## config.mk

```make
export PLATFORM = sky130hd
export DESIGN_NAME = sbct_axis
export DESIGN_NICKNAME = d
export VERILOG_FILES = /design/src/hdl/sbct_pkg.sv /design/src/hdl/sbct_axis.sv
export SDC_FILE = /design/constraint.sdc
export NUM_CORES = 1
export LEC_CHECK = 0
export ABC_AREA = 1
export BUFFER_PORTS_ARGS = -buffer_cell sky130_fd_sc_hd__buf_2
export CORE_MARGIN = 1
export CORE_UTILIZATION = 60
export DETAILED_ROUTE_END_ITERATION = 7
export PLACE_DENSITY = 0.85
export SLEW_MARGIN = 5
export SYNTH_ARGS = -nofsm -noshare
export SYNTH_HDL_FRONTEND = slang
export SYNTH_SLANG_ARGS = --single-unit
```

## constraint.sdc

```tcl
create_clock -name clk -period 4.6 [get_ports clk]
set_input_delay 0.92 -clock clk [delete_from_list [all_inputs] [get_ports clk]]
set_output_delay 0.92 -clock clk [all_outputs]
set_load 0.1 [all_outputs]
```

## src/hdl/sbct_pkg.sv

```systemverilog
// ----------------------------------------------------------------------------
// sbct_pkg: shared types and constants for the swept box collision time block
// Field widths, bus widths, normal codes and the per-axis sideband.
// ----------------------------------------------------------------------------
package sbct_pkg;

	localparam int TIME_FRAC_BITS_DEF = 16;

	localparam int POS_W  = 24;   // signed coordinate / velocity
	localparam int SIZE_W = 23;   // unsigned size
	localparam int GAP_W  = 27;   // exact gap width
	localparam int ET_W   = 17;   // entry_time field width
	localparam int NRM_W  = 2;    // normal component width

	localparam int IN_W  = 240;   // input tdata, byte padded
	localparam int OUT_W = 24;    // output tdata, byte padded

	localparam logic signed [NRM_W-1:0] NORM_POS  = 2'sb01;
	localparam logic signed [NRM_W-1:0] NORM_NEG  = 2'sb11;
	localparam logic signed [NRM_W-1:0] NORM_NONE = 2'sb00;

	typedef struct packed {
		logic gap_neg;   // entry gap below zero
		logic vzero;     // no motion on this axis
	} axis_side_t;

endpackage

```

## src/hdl/sbct_axis.sv

```systemverilog
// ----------------------------------------------------------------------------
// sbct_axis: per-axis front end
// Forms entry and exit gaps, then magnitudes, quotient signs and saturation.
// ----------------------------------------------------------------------------
module sbct_axis #(
	parameter int TFB = sbct_pkg::TIME_FRAC_BITS_DEF
) (
	input  logic                              clk,
	input  logic                              en,
	input  logic signed [sbct_pkg::POS_W-1:0] mp,
	input  logic        [sbct_pkg::SIZE_W-1:0] ms,
	input  logic signed [sbct_pkg::POS_W-1:0] vel,
	input  logic signed [sbct_pkg::POS_W-1:0] tp,
	input  logic        [sbct_pkg::SIZE_W-1:0] ts,
	output logic [sbct_pkg::GAP_W+TFB-1:0]    div_in,
	output logic [sbct_pkg::GAP_W+TFB-1:0]    div_out,
	output logic [sbct_pkg::POS_W-1:0]        vmag,
	output logic                              neg_in,
	output logic                              neg_out,
	output logic                              sat_in,
	output logic                              sat_out,
	output sbct_pkg::axis_side_t              side
);
	import sbct_pkg::*;

	localparam int DW = GAP_W + TFB;

	logic signed [GAP_W-1:0] near_gap, far_gap;
	logic signed [GAP_W-1:0] gin_s1, gout_s1;
	logic signed [POS_W-1:0] vel_s1;
	logic        [GAP_W-1:0] min_s2, mout_s2;
	logic        [POS_W-1:0] vmag_s2;
	logic                    nin_s2, nout_s2, sin_s2, sout_s2;
	axis_side_t              side_s2;
	logic        [GAP_W-1:0] mag_in_c, mag_out_c;
	logic        [POS_W-1:0] vmag_c;

	assign near_gap = GAP_W'(tp) - GAP_W'(mp) - GAP_W'({1'b0, ms});
	assign far_gap  = GAP_W'(tp) + GAP_W'({1'b0, ts}) - GAP_W'(mp);

	always_ff @(posedge clk) begin
		if (en) begin
			vel_s1 <= vel;
			if (vel > 0) begin
				gin_s1  <= near_gap;
				gout_s1 <= far_gap;
			end else begin
				gin_s1  <= far_gap;
				gout_s1 <= near_gap;
			end
		end
	end

	assign mag_in_c  = gin_s1[GAP_W-1]  ? GAP_W'(-gin_s1)  : GAP_W'(gin_s1);
	assign mag_out_c = gout_s1[GAP_W-1] ? GAP_W'(-gout_s1) : GAP_W'(gout_s1);
	assign vmag_c    = vel_s1[POS_W-1]  ? POS_W'(-vel_s1)  : POS_W'(vel_s1);

	// quotient exceeds the cap exactly when gap >= 4 * velocity
	always_ff @(posedge clk) begin
		if (en) begin
			min_s2          <= mag_in_c;
			mout_s2         <= mag_out_c;
			vmag_s2         <= vmag_c;
			nin_s2          <= gin_s1[GAP_W-1] ^ vel_s1[POS_W-1];
			nout_s2         <= gout_s1[GAP_W-1] ^ vel_s1[POS_W-1];
			sin_s2          <= (GAP_W+1)'(mag_in_c)  >= (GAP_W+1)'({vmag_c, 2'b00});
			sout_s2         <= (GAP_W+1)'(mag_out_c) >= (GAP_W+1)'({vmag_c, 2'b00});
			side_s2.gap_neg <= gin_s1[GAP_W-1];
			side_s2.vzero   <= (vel_s1 == '0);
		end
	end

	assign div_in  = DW'(min_s2)  << TFB;
	assign div_out = DW'(mout_s2) << TFB;
	assign vmag    = vmag_s2;
	assign neg_in  = nin_s2;
	assign neg_out = nout_s2;
	assign sat_in  = sin_s2;
	assign sat_out = sout_s2;
	assign side    = side_s2;

endmodule

```

==> summary.md <==
| Metric | Value |
|---|---|
| Seq/Total Area, Yosys | `0.359` |
| Status | `finished, final reports clean` |
| Initial antenna violation count | `0` |
| Reg power frac | `0.294` |
| I/O pin count | `236` |
| Max Fclk | `~0.27 GHz` |
| Die area | `around 23,000 sq um` |
| Hold Vio Cnt, Final | `0` |
| Number of buffers created by CTS | `17` |
| Slowest-stage cell, CP | `edfxtp_1` |
| MaxCap Viol Count | `0` |
| Combinational Power Share | `0.506` |
| Crit-path cells | `inv_1 > nand2_1 > nor3_1 > nand2_1 > nor2_2 > nand3_1 > nor3_2 > inv_2 > nand2_2 > xor2_2 > inv_2 > ha_1 > nand2_1 > nor4_1 > nand3_1 > nor2_1 > nand2_1 > nand2_1 > nor2_1 > nand3_1` |
| Post-DRT Antenna Nets | `0` |
| Data arrival, critical path | `4000 ps` |
| Via Count | `11.6k` |
| Initial drt markers | `approximately 860` |
| Cell internal pwr | `0.00381 W` |
| Die height | `~150 um` |
| CP Launch Type | `register` |
| CTS tree | `done` |
| Syn. warnings | `0` |
| CTS max path bufs | `2` |
| Initial Util | `0.613` |
| Crit path buf inv count | `3` |
| Switching power share of the total | `0.479` |
| Ys async rst share | `0` |
| Fin crit period | `3700 ps` |
| Crit-path leading delay family | `simple AND/OR/NAND/NOR gates` |
| Skew final | `12.2 ps` |
| # nets final | `2,068` |
| Die extent in x | `between 150 and 200 um` |
| Post-CTS Setup Repair Bufs | `0` |
| Crit end category | `register` |
| Max-slew violations | `0` |
| Worst slew pin tran | `837 ps` |
| Vias in the first global route | `11.0k` |
| First-pass GRT wire length | `between 50,000 and 60,000 um` |
| Largest net degree at the start of global routing | `95` |
| Setup violators final | `0` |
| DR top layer | `met4` |
| Syn Inst Count | `1,590` |
| Crit Path Class | `register to register` |
| Sequential cell area | `4800 sq um` |
| Syn Std Cell Area | `13,400 sq um` |
| Worst flop-to-flop path startpoint | `vel_s1[0]` |
| CTS resizes | `0` |
| GRT Overall Usage | `0.315` |
| Clock Tree Root | `clkbuf_16` |
| GPL Wtd Cong | `0.954` |
| Area grow syn2layout | `13.7%` |
| Worst Hold Class | `register to register` |
| Relative slew margins | `0.442` |
| Gr ovfl total | `0` |
| Avg Inst Size Synth | `8.41 sq um` |
| Antenna cells | `0` |
| CP most frequent cell | `nand2_1` |
| Sw Pwr | `0.00351 W` |
| Detailed Routing Iterations Pass 1 | `5` |
| Finished Core Util | `0.697` |
| Post-synth cell types | `54` |
| Routed WL | `35,600 um` |
| M1 wire length | `14,400 um` |
| Multi-input logic area | `7280 sq um` |
| Most frequent cells in the layout | `nand2_1, inv_1, buf_2` |
| Vias per std cell | `5.54` |
| Worst-Skew Late Latency | `440 ps` |
| Placed cell area | `14,600 sq um` |
| Hold-fix buffers, CTS | `0` |
| Static Leak | `7.39 nW` |
| Max H-tree Level | `4` |
| CP required | `4900 ps` |
| Maximum VDD drop | `0.263 mV` |
| Clk sink count | `160` |
| Flops & latches, synth | `160` |
| Final TNS setup | `0 ps` |
| Port Buf Inserts | `203` |
| Main synth FF type | `edfxtp_1` |
| Clock share of power | `0.200` |
| Metal3 WL | `between 2000 and 2500 um` |
| Core area | `21,800 sq um` |
| Max FO, Critical Path | `4` |
| Critical path launch point | `vel_s1[0]` |
| Row cnt | `between 50 and 60` |
| Startpoint of the worst hold path | `gin_s1[0]` |
| Slowest stage delay, CP | `480 ps` |
| Share of cells above drive strength 1 | `0.183` |
| CTS clock-pin slew for the worst setup and hold paths | `70 ps` |
| Part of the cycle the worst path needs | `0.804` |
| Pwr Density | `481 nW/um^2` |
| WHS | `between 400 and 500 ps` |
| Power Total | `0.00731 W` |
| Avg WL per Cell | `17.0 um` |
| Post-synth EDFFs | `160` |
| Filler cells | `between 1.5k and 2k` |
| DRC Markers | `0` |
| Commonest non-fill, non-tap cell in the layout | `nand2_1` |
| Metal2 WL | `roughly 18,000 um` |
| Post-DP HPWL | `28,600 um` |
| Final instance area | `~15,000 sq um` |
| RSZ-0062 raised after global routing | `false` |
-- area by class of cell --
cell class	instances	share of cell area
multi-input combinational	1122	0.479
sequential	160	0.316
inverter	290	0.0716
timing repair buffer	210	0.0707
clock buffer	18	0.0282
tap	280	0.0230
clock inverter	14	0.0119
-- metrics by stage --
step                instances  worst slack (ps)
floorplan                1623              1450
global placement         2062               895
detailed placement       2062               900
CTS                      2094               934
global route             2094               588
finish                   2094               900
-- cell families after synthesis --
group | Yosys count | synth area share
flops | 160 | 0.359
compound gates | 202 | 0.0877
other cells | 1 | 0.000280
xor+xnor | 83 | 0.0549
simple gates | 656 | 0.229
fa+ha+maj | 147 | 0.163
buf+inv | 341 | 0.106
-- sequential cells by signal (all words and copies together), names as in the netlist, 2 cells and up --
register  flops
min_s2       27
vmag         24
vel_s1       24
gin_s1       26
mout_s2      27
side          2
gout_s1      26
-- power by group through the flow --
| stage | combinational, W | clock [W] | sequential, W |
|---|---|---|---|
| after global placement | 0.00353 | 0 | 0.00216 |
| final | 0.00370 | 0.00146 | 0.00215 |
| after detailed placement | 0.00361 | 0 | 0.00217 |
| after floorplan | 0.00187 | 0 | 0.00308 |
| after global routing | 0.00399 | 0.00151 | 0.00218 |
| after CTS | 0.00366 | 0.00147 | 0.00215 |
-- routing by layer --
metal  global-route usage  vias up
met4                0.161        0
met1                0.381     5361
met5                    0        -
li1                     -     5576
met3               0.0271       92
met2                0.558      568
-- cells in the mapped netlist, types with 10 or more instances --
cell type / number / area, sq um
xor2_1: 53 / 464
inv_1: 280 / 1050
edfxtp_1: 160 / 4800
nor2_1: 123 / 462
nor2_2: 13 / 81.3
a31oi_1: 10 / 62.6
fa_1: 46 / 921
nand3_1: 108 / 541
nand4_1: 22 / 138
xnor2_1: 29 / 254
nand3b_1: 13 / 97.6
nor4_1: 14 / 87.6
nand2_1: 284 / 1070
nand2_2: 19 / 119
o21ai_0: 68 / 340
or2_2: 16 / 100
ha_1: 101 / 1260
nor3_1: 14 / 70.1
a21oi_1: 71 / 355
o21ai_1: 11 / 55.1
buf_4: 32 / 240
-- worst register-to-register path, cell delays in order (launching register included) --
cell      delay, ps
edfxtp_1        480
inv_1           120
nand2_1         100
nor3_1          290
nand2_1         160
nor2_2          210
nand3_1         140
nor3_2          140
inv_2            60
nand2_2          70
xor2_2          190
inv_2            80
ha_1            410
nand2_1          80
nor4_1          390
nand3_1         140
nor2_1          240
nand2_1          80
nand2_1          60
nor2_1           40
nand3_1          90
-- worst paths after layout --
path,end,slack (ps),depth (start not counted)
worst max-delay path,sat_in,900,20
worst min-delay path,min_s2[0],500,0
worst max register to register,sat_in,900,20
worst min register to register,min_s2[0],500,0
(Power assumes the default switching activity.)
