$ cat src/hdl/sbct_pkg.sv
// ----------------------------------------------------------------------------
// sbct_pkg: shared types and constants for the swept box collision time block
// Field widths, bus widths, normal codes and the per-axis sideband.
// ----------------------------------------------------------------------------
package sbct_pkg;

	localparam int TIME_FRAC_BITS_DEF = 16;

	localparam int POS_W  = 24;   // signed coordinate / velocity
	localparam int SIZE_W = 23;   // unsigned size
	localparam int GAP_W  = 27;   // exact gap width
	localparam int ET_W   = 17;   // entry_time field width
	localparam int NRM_W  = 2;    // normal component width

	localparam int IN_W  = 240;   // input tdata, byte padded
	localparam int OUT_W = 24;    // output tdata, byte padded

	localparam logic signed [NRM_W-1:0] NORM_POS  = 2'sb01;
	localparam logic signed [NRM_W-1:0] NORM_NEG  = 2'sb11;
	localparam logic signed [NRM_W-1:0] NORM_NONE = 2'sb00;

	typedef struct packed {
		logic gap_neg;   // entry gap below zero
		logic vzero;     // no motion on this axis
	} axis_side_t;

endpackage

$ cat src/hdl/sbct_div_cell.sv
// ----------------------------------------------------------------------------
// sbct_div_cell: one restoring division step
// Decides one quotient bit and hands the remainder to the next cell.
// ----------------------------------------------------------------------------
module sbct_div_cell #(
	parameter int TFB  = sbct_pkg::TIME_FRAC_BITS_DEF,
	parameter int STEP = 0
) (
	input  logic                              clk,
	input  logic                              en,
	input  logic [sbct_pkg::GAP_W+TFB-1:0]    rem_i,
	input  logic [sbct_pkg::POS_W-1:0]        dv_i,
	input  logic [TFB+1:0]                    q_i,
	input  logic                              neg_i,
	input  logic                              sat_i,
	output logic [sbct_pkg::GAP_W+TFB-1:0]    rem_o,
	output logic [sbct_pkg::POS_W-1:0]        dv_o,
	output logic [TFB+1:0]                    q_o,
	output logic                              neg_o,
	output logic                              sat_o
);
	import sbct_pkg::*;

	localparam int DW = GAP_W + TFB;

	logic [DW-1:0]  dsh;
	logic           ge;
	logic [TFB+1:0] q_nx;

	assign dsh = DW'(dv_i) << STEP;
	assign ge  = rem_i >= dsh;

	// set this cell's quotient bit, pass the rest through
	always_comb begin
		q_nx       = q_i;
		q_nx[STEP] = ge;
	end

	always_ff @(posedge clk) begin
		if (en) begin
			rem_o      <= ge ? rem_i - dsh : rem_i;
			dv_o       <= dv_i;
			q_o        <= q_nx;
			neg_o      <= neg_i;
			sat_o      <= sat_i;
		end
	end

endmodule

$ cat config.mk
export PLATFORM = sky130hd
export DESIGN_NAME = sbct_div_cell
export DESIGN_NICKNAME = d
export VERILOG_FILES = /design/src/hdl/sbct_pkg.sv /design/src/hdl/sbct_div_cell.sv
export SDC_FILE = /design/constraint.sdc
export NUM_CORES = 1
export LEC_CHECK = 0
export ABC_AREA = 1
export BUFFER_PORTS_ARGS = -buffer_cell sky130_fd_sc_hd__buf_2
export CAP_MARGIN = 10
export CORE_MARGIN = 2
export CORE_UTILIZATION = 53
export DETAILED_ROUTE_END_ITERATION = 8
export GPL_ROUTABILITY_DRIVEN = 0
export PLACE_DENSITY = 0.8
export RECOVER_POWER = 50
export SETUP_SLACK_MARGIN = 0.4
export SYNTH_ARGS = -nofsm -noshare
export SYNTH_HDL_FRONTEND = slang
export SYNTH_SLANG_ARGS = --single-unit
$ cat constraint.sdc
create_clock -name clk -period 3.1 [get_ports clk]
set_input_delay 0.775 -clock clk [delete_from_list [all_inputs] [get_ports clk]]
set_output_delay 0.775 -clock clk [all_outputs]
set_load 0.01 [all_outputs]
==> report_table.html <==
<table>
<tr><th>Metric</th><th>Value</th></tr>
<tr><th colspan="2">Pwr</th></tr>
<tr><td>Power density normalized to cell area</td><td>423 nW/um2</td></tr>
<tr><td>Leakage</td><td>3.69 nW</td></tr>
<tr><td>Overall power consumption</td><td>0.00302 W</td></tr>
<tr><td>Max rail drop VDD</td><td>0.242 mV</td></tr>
<tr><th colspan="2">Synthesis</th></tr>
<tr><td>Leading post-synthesis cells by instance count</td><td>sky130_fd_sc_hd__nand2_1, sky130_fd_sc_hd__inv_1, sky130_fd_sc_hd__edfxtp_1, sky130_fd_sc_hd__nor2_1, sky130_fd_sc_hd__nand3_1</td></tr>
<tr><td>Area of the mapped netlist</td><td>5900 um2</td></tr>
<tr><td>Number of synthesis warnings</td><td>0</td></tr>
<tr><td>Leading cell type by number of instances after synthesis</td><td>sky130_fd_sc_hd__nand2_1</td></tr>
<tr><td>Sequential area share after synthesis</td><td>0.443</td></tr>
<tr><td>Unique masters post-synth</td><td>30</td></tr>
<tr><td>Post-synth net total</td><td>900</td></tr>
<tr><td>Number of flops mapped to enable cells by yosys</td><td>87</td></tr>
<tr><td>Leading area contributor after synthesis</td><td>sky130_fd_sc_hd__edfxtp_1</td></tr>
<tr><td>Flop and latch count out of synthesis</td><td>87</td></tr>
<tr><td>Fraction of synthesis flops using an asynchronous set or reset pin</td><td>0</td></tr>
<tr><td>Top area cells in the synthesized netlist</td><td>sky130_fd_sc_hd__edfxtp_1, sky130_fd_sc_hd__nand2_1, sky130_fd_sc_hd__inv_1</td></tr>
<tr><td>Average size of a mapped cell</td><td>7.50 um2</td></tr>
<tr><td>Number of standard cells after synthesis</td><td>786</td></tr>
<tr><td>Area share of the largest cell type after synthesis</td><td>0.443</td></tr>
<tr><td>Primary flip-flop cell chosen by synthesis mapping</td><td>sky130_fd_sc_hd__edfxtp_1</td></tr>
<tr><th colspan="2">Die</th></tr>
<tr><td>Top-Level Pins</td><td>176</td></tr>
<tr><td>Die Height</td><td>109 um</td></tr>
<tr><td>Total number of placement rows</td><td>38</td></tr>
<tr><td>Floorplan Core Area</td><td>10800 um2</td></tr>
<tr><td>Die area</td><td>12000 um2</td></tr>
<tr><td>Starting density of the core</td><td>0.544</td></tr>
<tr><td>Chip Width</td><td>109 um</td></tr>
<tr><th colspan="2">Global routing</th></tr>
<tr><td>Pin count of the biggest net entering global routing</td><td>47</td></tr>
<tr><td>Wire length of the first global-routing pass</td><td>23400 um</td></tr>
<tr><td>Remaining Overflow, GRT</td><td>0</td></tr>
<tr><td>Number of antenna violations at the first check in global routing</td><td>0</td></tr>
<tr><td>Global-route usage over all layers</td><td>0.256</td></tr>
<tr><td>Via count of the first global-routing pass</td><td>5117</td></tr>
<tr><th colspan="2">Flow run</th></tr>
<tr><td>Maximum Capacitance Violations</td><td>0</td></tr>
<tr><th colspan="2">Status</th></tr>
<tr><td>Status</td><td>finished clean</td></tr>
<tr><th colspan="2">CTS</th></tr>
<tr><td>Worst-path clk slew</td><td>90 ps</td></tr>
<tr><td>TritonCTS clock tree</td><td>built</td></tr>
<tr><td>Clock buffer count from CTS</td><td>9</td></tr>
<tr><td>Maximum buffer depth of the clock tree</td><td>2</td></tr>
<tr><td>CTS sink cnt</td><td>87</td></tr>
<tr><td>Root cell of the clock tree</td><td>sky130_fd_sc_hd__clkbuf_8</td></tr>
<tr><td>Number of H-tree levels</td><td>3</td></tr>
<tr><th colspan="2">STA</th></tr>
<tr><td>Final hold violation count</td><td>0</td></tr>
<tr><td>Setup repair after global routing missed its margin</td><td>false</td></tr>
<tr><td>Setup total negative slack</td><td>0 ps</td></tr>
<tr><td>Fin Hold WS</td><td>571 ps</td></tr>
<tr><td>Remaining max-slew budget at the tightest pin</td><td>0.219</td></tr>
<tr><td>Fraction of the cycle the final worst path needs</td><td>0.831</td></tr>
<tr><td>Time the final worst path needs with I/O delays and setup</td><td>2580 ps</td></tr>
<tr><td>Setup violation total in the final timing report</td><td>0</td></tr>
<tr><td>Slew Limit Fails</td><td>0</td></tr>
<tr><td>Achievable frequency</td><td>388 MHz</td></tr>
<tr><td>Worst Max-Slew Pin Slew</td><td>1170 ps</td></tr>
<tr><th colspan="2">Worst setup path</th></tr>
<tr><td>Worst setup path class</td><td>input pin to flip-flop</td></tr>
<tr><td>Critical Path RT</td><td>3220 ps</td></tr>
<tr><td>Launching element type of the critical path</td><td>input pin</td></tr>
<tr><td>Nature of the critical path endpoint</td><td>flip-flop</td></tr>
<tr><td>Critical Path AT</td><td>2700 ps</td></tr>
<tr><td>Worst-path fanout max</td><td>17</td></tr>
<tr><th colspan="2">Route</th></tr>
<tr><td>Antenna Violating Nets Remaining</td><td>0</td></tr>
<tr><td>WL final</td><td>14800 um</td></tr>
<tr><td>Detailed-routing iteration count for the pre-antenna-repair pass</td><td>5</td></tr>
<tr><td>Remaining design rule violation count</td><td>0</td></tr>
<tr><td>Sum of routed wire segments on met1</td><td>6460 um</td></tr>
<tr><td>Top routing layer in use</td><td>met4</td></tr>
<tr><td>Number of vias per cell</td><td>4.93</td></tr>
<tr><td>Detail-routed net length per standard cell</td><td>13.2 um</td></tr>
<tr><td>WL met2</td><td>6660 um</td></tr>
<tr><td>Starting DRT DRC Count</td><td>368</td></tr>
<tr><td>DR WL met3</td><td>1290 um</td></tr>
<tr><td>Total number of vias</td><td>5503</td></tr>
<tr><th colspan="2">Placed design</th></tr>
<tr><td>Port bufs</td><td>174</td></tr>
<tr><td>Post-DP HPWL</td><td>12000 um</td></tr>
<tr><td>Cell total after placement</td><td>1101</td></tr>
<tr><th colspan="2">Final layout</th></tr>
<tr><td>Finished Layout Cells</td><td>1117</td></tr>
<tr><td>Area of combinational cells with multiple inputs</td><td>2680 um2</td></tr>
<tr><td>Ant. Diodes</td><td>0</td></tr>
<tr><td>Number of nets in the final layout</td><td>1086</td></tr>
<tr><td>Total of fill cells in the finished design</td><td>989</td></tr>
<tr><td>Ratio of cells with drive above 1 in the final layout</td><td>0.227</td></tr>
<tr><td>Flip-flop and latch area</td><td>2610 um2</td></tr>
<tr><td>Area added between synthesis and finish</td><td>21.2%</td></tr>
<tr><th colspan="2">Min path</th></tr>
<tr><td>Classification of the worst-slack hold path</td><td>input pin to flip-flop</td></tr>
</table>
[cell usage in the layout (no fill, tap or decap), types with 3 or more instances in the layout]
| cell type | netlist | final |
|---|---|---|
| sky130_fd_sc_hd__nand3b_1 | 9 | 9 |
| sky130_fd_sc_hd__o21ai_0 | 4 | 4 |
| sky130_fd_sc_hd__buf_2 | 2 | 161 |
| sky130_fd_sc_hd__nand3_1 | 41 | 41 |
| sky130_fd_sc_hd__clkbuf_1 | 0 | 12 |
| sky130_fd_sc_hd__ha_1 | 24 | 24 |
| sky130_fd_sc_hd__a21oi_1 | 18 | 18 |
| sky130_fd_sc_hd__edfxtp_1 | 87 | 87 |
| sky130_fd_sc_hd__inv_2 | 8 | 8 |
| sky130_fd_sc_hd__nor2_2 | 5 | 4 |
| sky130_fd_sc_hd__nand4_1 | 12 | 12 |
| sky130_fd_sc_hd__inv_1 | 144 | 144 |
| sky130_fd_sc_hd__nand2_2 | 2 | 4 |
| sky130_fd_sc_hd__nor3_1 | 3 | 3 |
| sky130_fd_sc_hd__a21oi_2 | 11 | 11 |
| sky130_fd_sc_hd__nor2_1 | 75 | 75 |
| sky130_fd_sc_hd__buf_4 | 2 | 5 |
| sky130_fd_sc_hd__nand2_1 | 306 | 304 |
| sky130_fd_sc_hd__clkbuf_8 | 0 | 9 |
| sky130_fd_sc_hd__xor2_1 | 19 | 19 |
[registers in the layout, indices dropped and copies added, names as in the netlist]
name / count
dv_o: 24
neg_o: 1
q_o: 18
rem_o: 43
sat_o: 1
[metal layers]
metal  global-route usage  vias up
met5                    0        -
met4               0.0877        0
met3               0.0492       28
met2                0.418      254
met1                0.341     2408
li1                     -     2813
[power by group]
part,internal (W),switching [W],leakage [nW]
logic,0.000286,0.000474,2.74
registers,0.00144,0.0000286,0.852
clock network,0.000373,0.000419,0.0972
[critical path, cell delays in order]
cell	delay, ps
sky130_fd_sc_hd__clkbuf_1	140
sky130_fd_sc_hd__inv_1	60
sky130_fd_sc_hd__ha_1	340
sky130_fd_sc_hd__nand2_1	120
sky130_fd_sc_hd__inv_2	80
sky130_fd_sc_hd__nand2_1	70
sky130_fd_sc_hd__nor3_2	210
sky130_fd_sc_hd__nand4_1	170
sky130_fd_sc_hd__nand2_2	130
sky130_fd_sc_hd__inv_2	70
sky130_fd_sc_hd__nand2_8	120
sky130_fd_sc_hd__inv_2	70
sky130_fd_sc_hd__buf_4	200
sky130_fd_sc_hd__nand2_1	70
sky130_fd_sc_hd__nand2_1	60
[cell families (layout without fill, tap and decap cells)]
| kind of cell | Yosys count | count (layout) | synth area share |
|---|---|---|---|
| simple gates | 462 | 462 | 0.329 |
| compound gates | 35 | 35 | 0.0401 |
| flops | 87 | 87 | 0.443 |
| xor+xnor | 19 | 19 | 0.0282 |
| fa+ha+maj | 25 | 25 | 0.0543 |
| buf+inv | 158 | 349 | 0.105 |
[final timing paths]
kind	slack, ps	end	start	cells after the start
hold / removal	570	q_o[4]	q_i[4]	1
setup / recovery	520	rem_o[16]	dv_i[15]	15
[final cells by class]
class | count | area share
timing repair buffer | 181 | 0.128
multi-input combinational | 541 | 0.374
sequential | 87 | 0.365
clock buffer | 9 | 0.0173
clock inverter | 7 | 0.0102
tap | 140 | 0.0245
inverter | 152 | 0.0798
[metrics by stage]
step | utilization | worst slack [ps] | area (um2)
2_1_floorplan | - | 542 | 5900
3_3_place_gp | 0.643 | 201 | 6970
3_5_place_dp | 0.643 | 188 | 6970
4_1_cts | 0.661 | 583 | 7170
5_1_grt | 0.659 | 305 | 7150
6_report | 0.659 | 524 | 7150
[what timing repair did]
item,CTS,global route
resized for setup,0,3
setup endpoints to repair,0,3
hold buffers,0,0
buffers inserted,0,0
(Power assumes the default switching activity.)
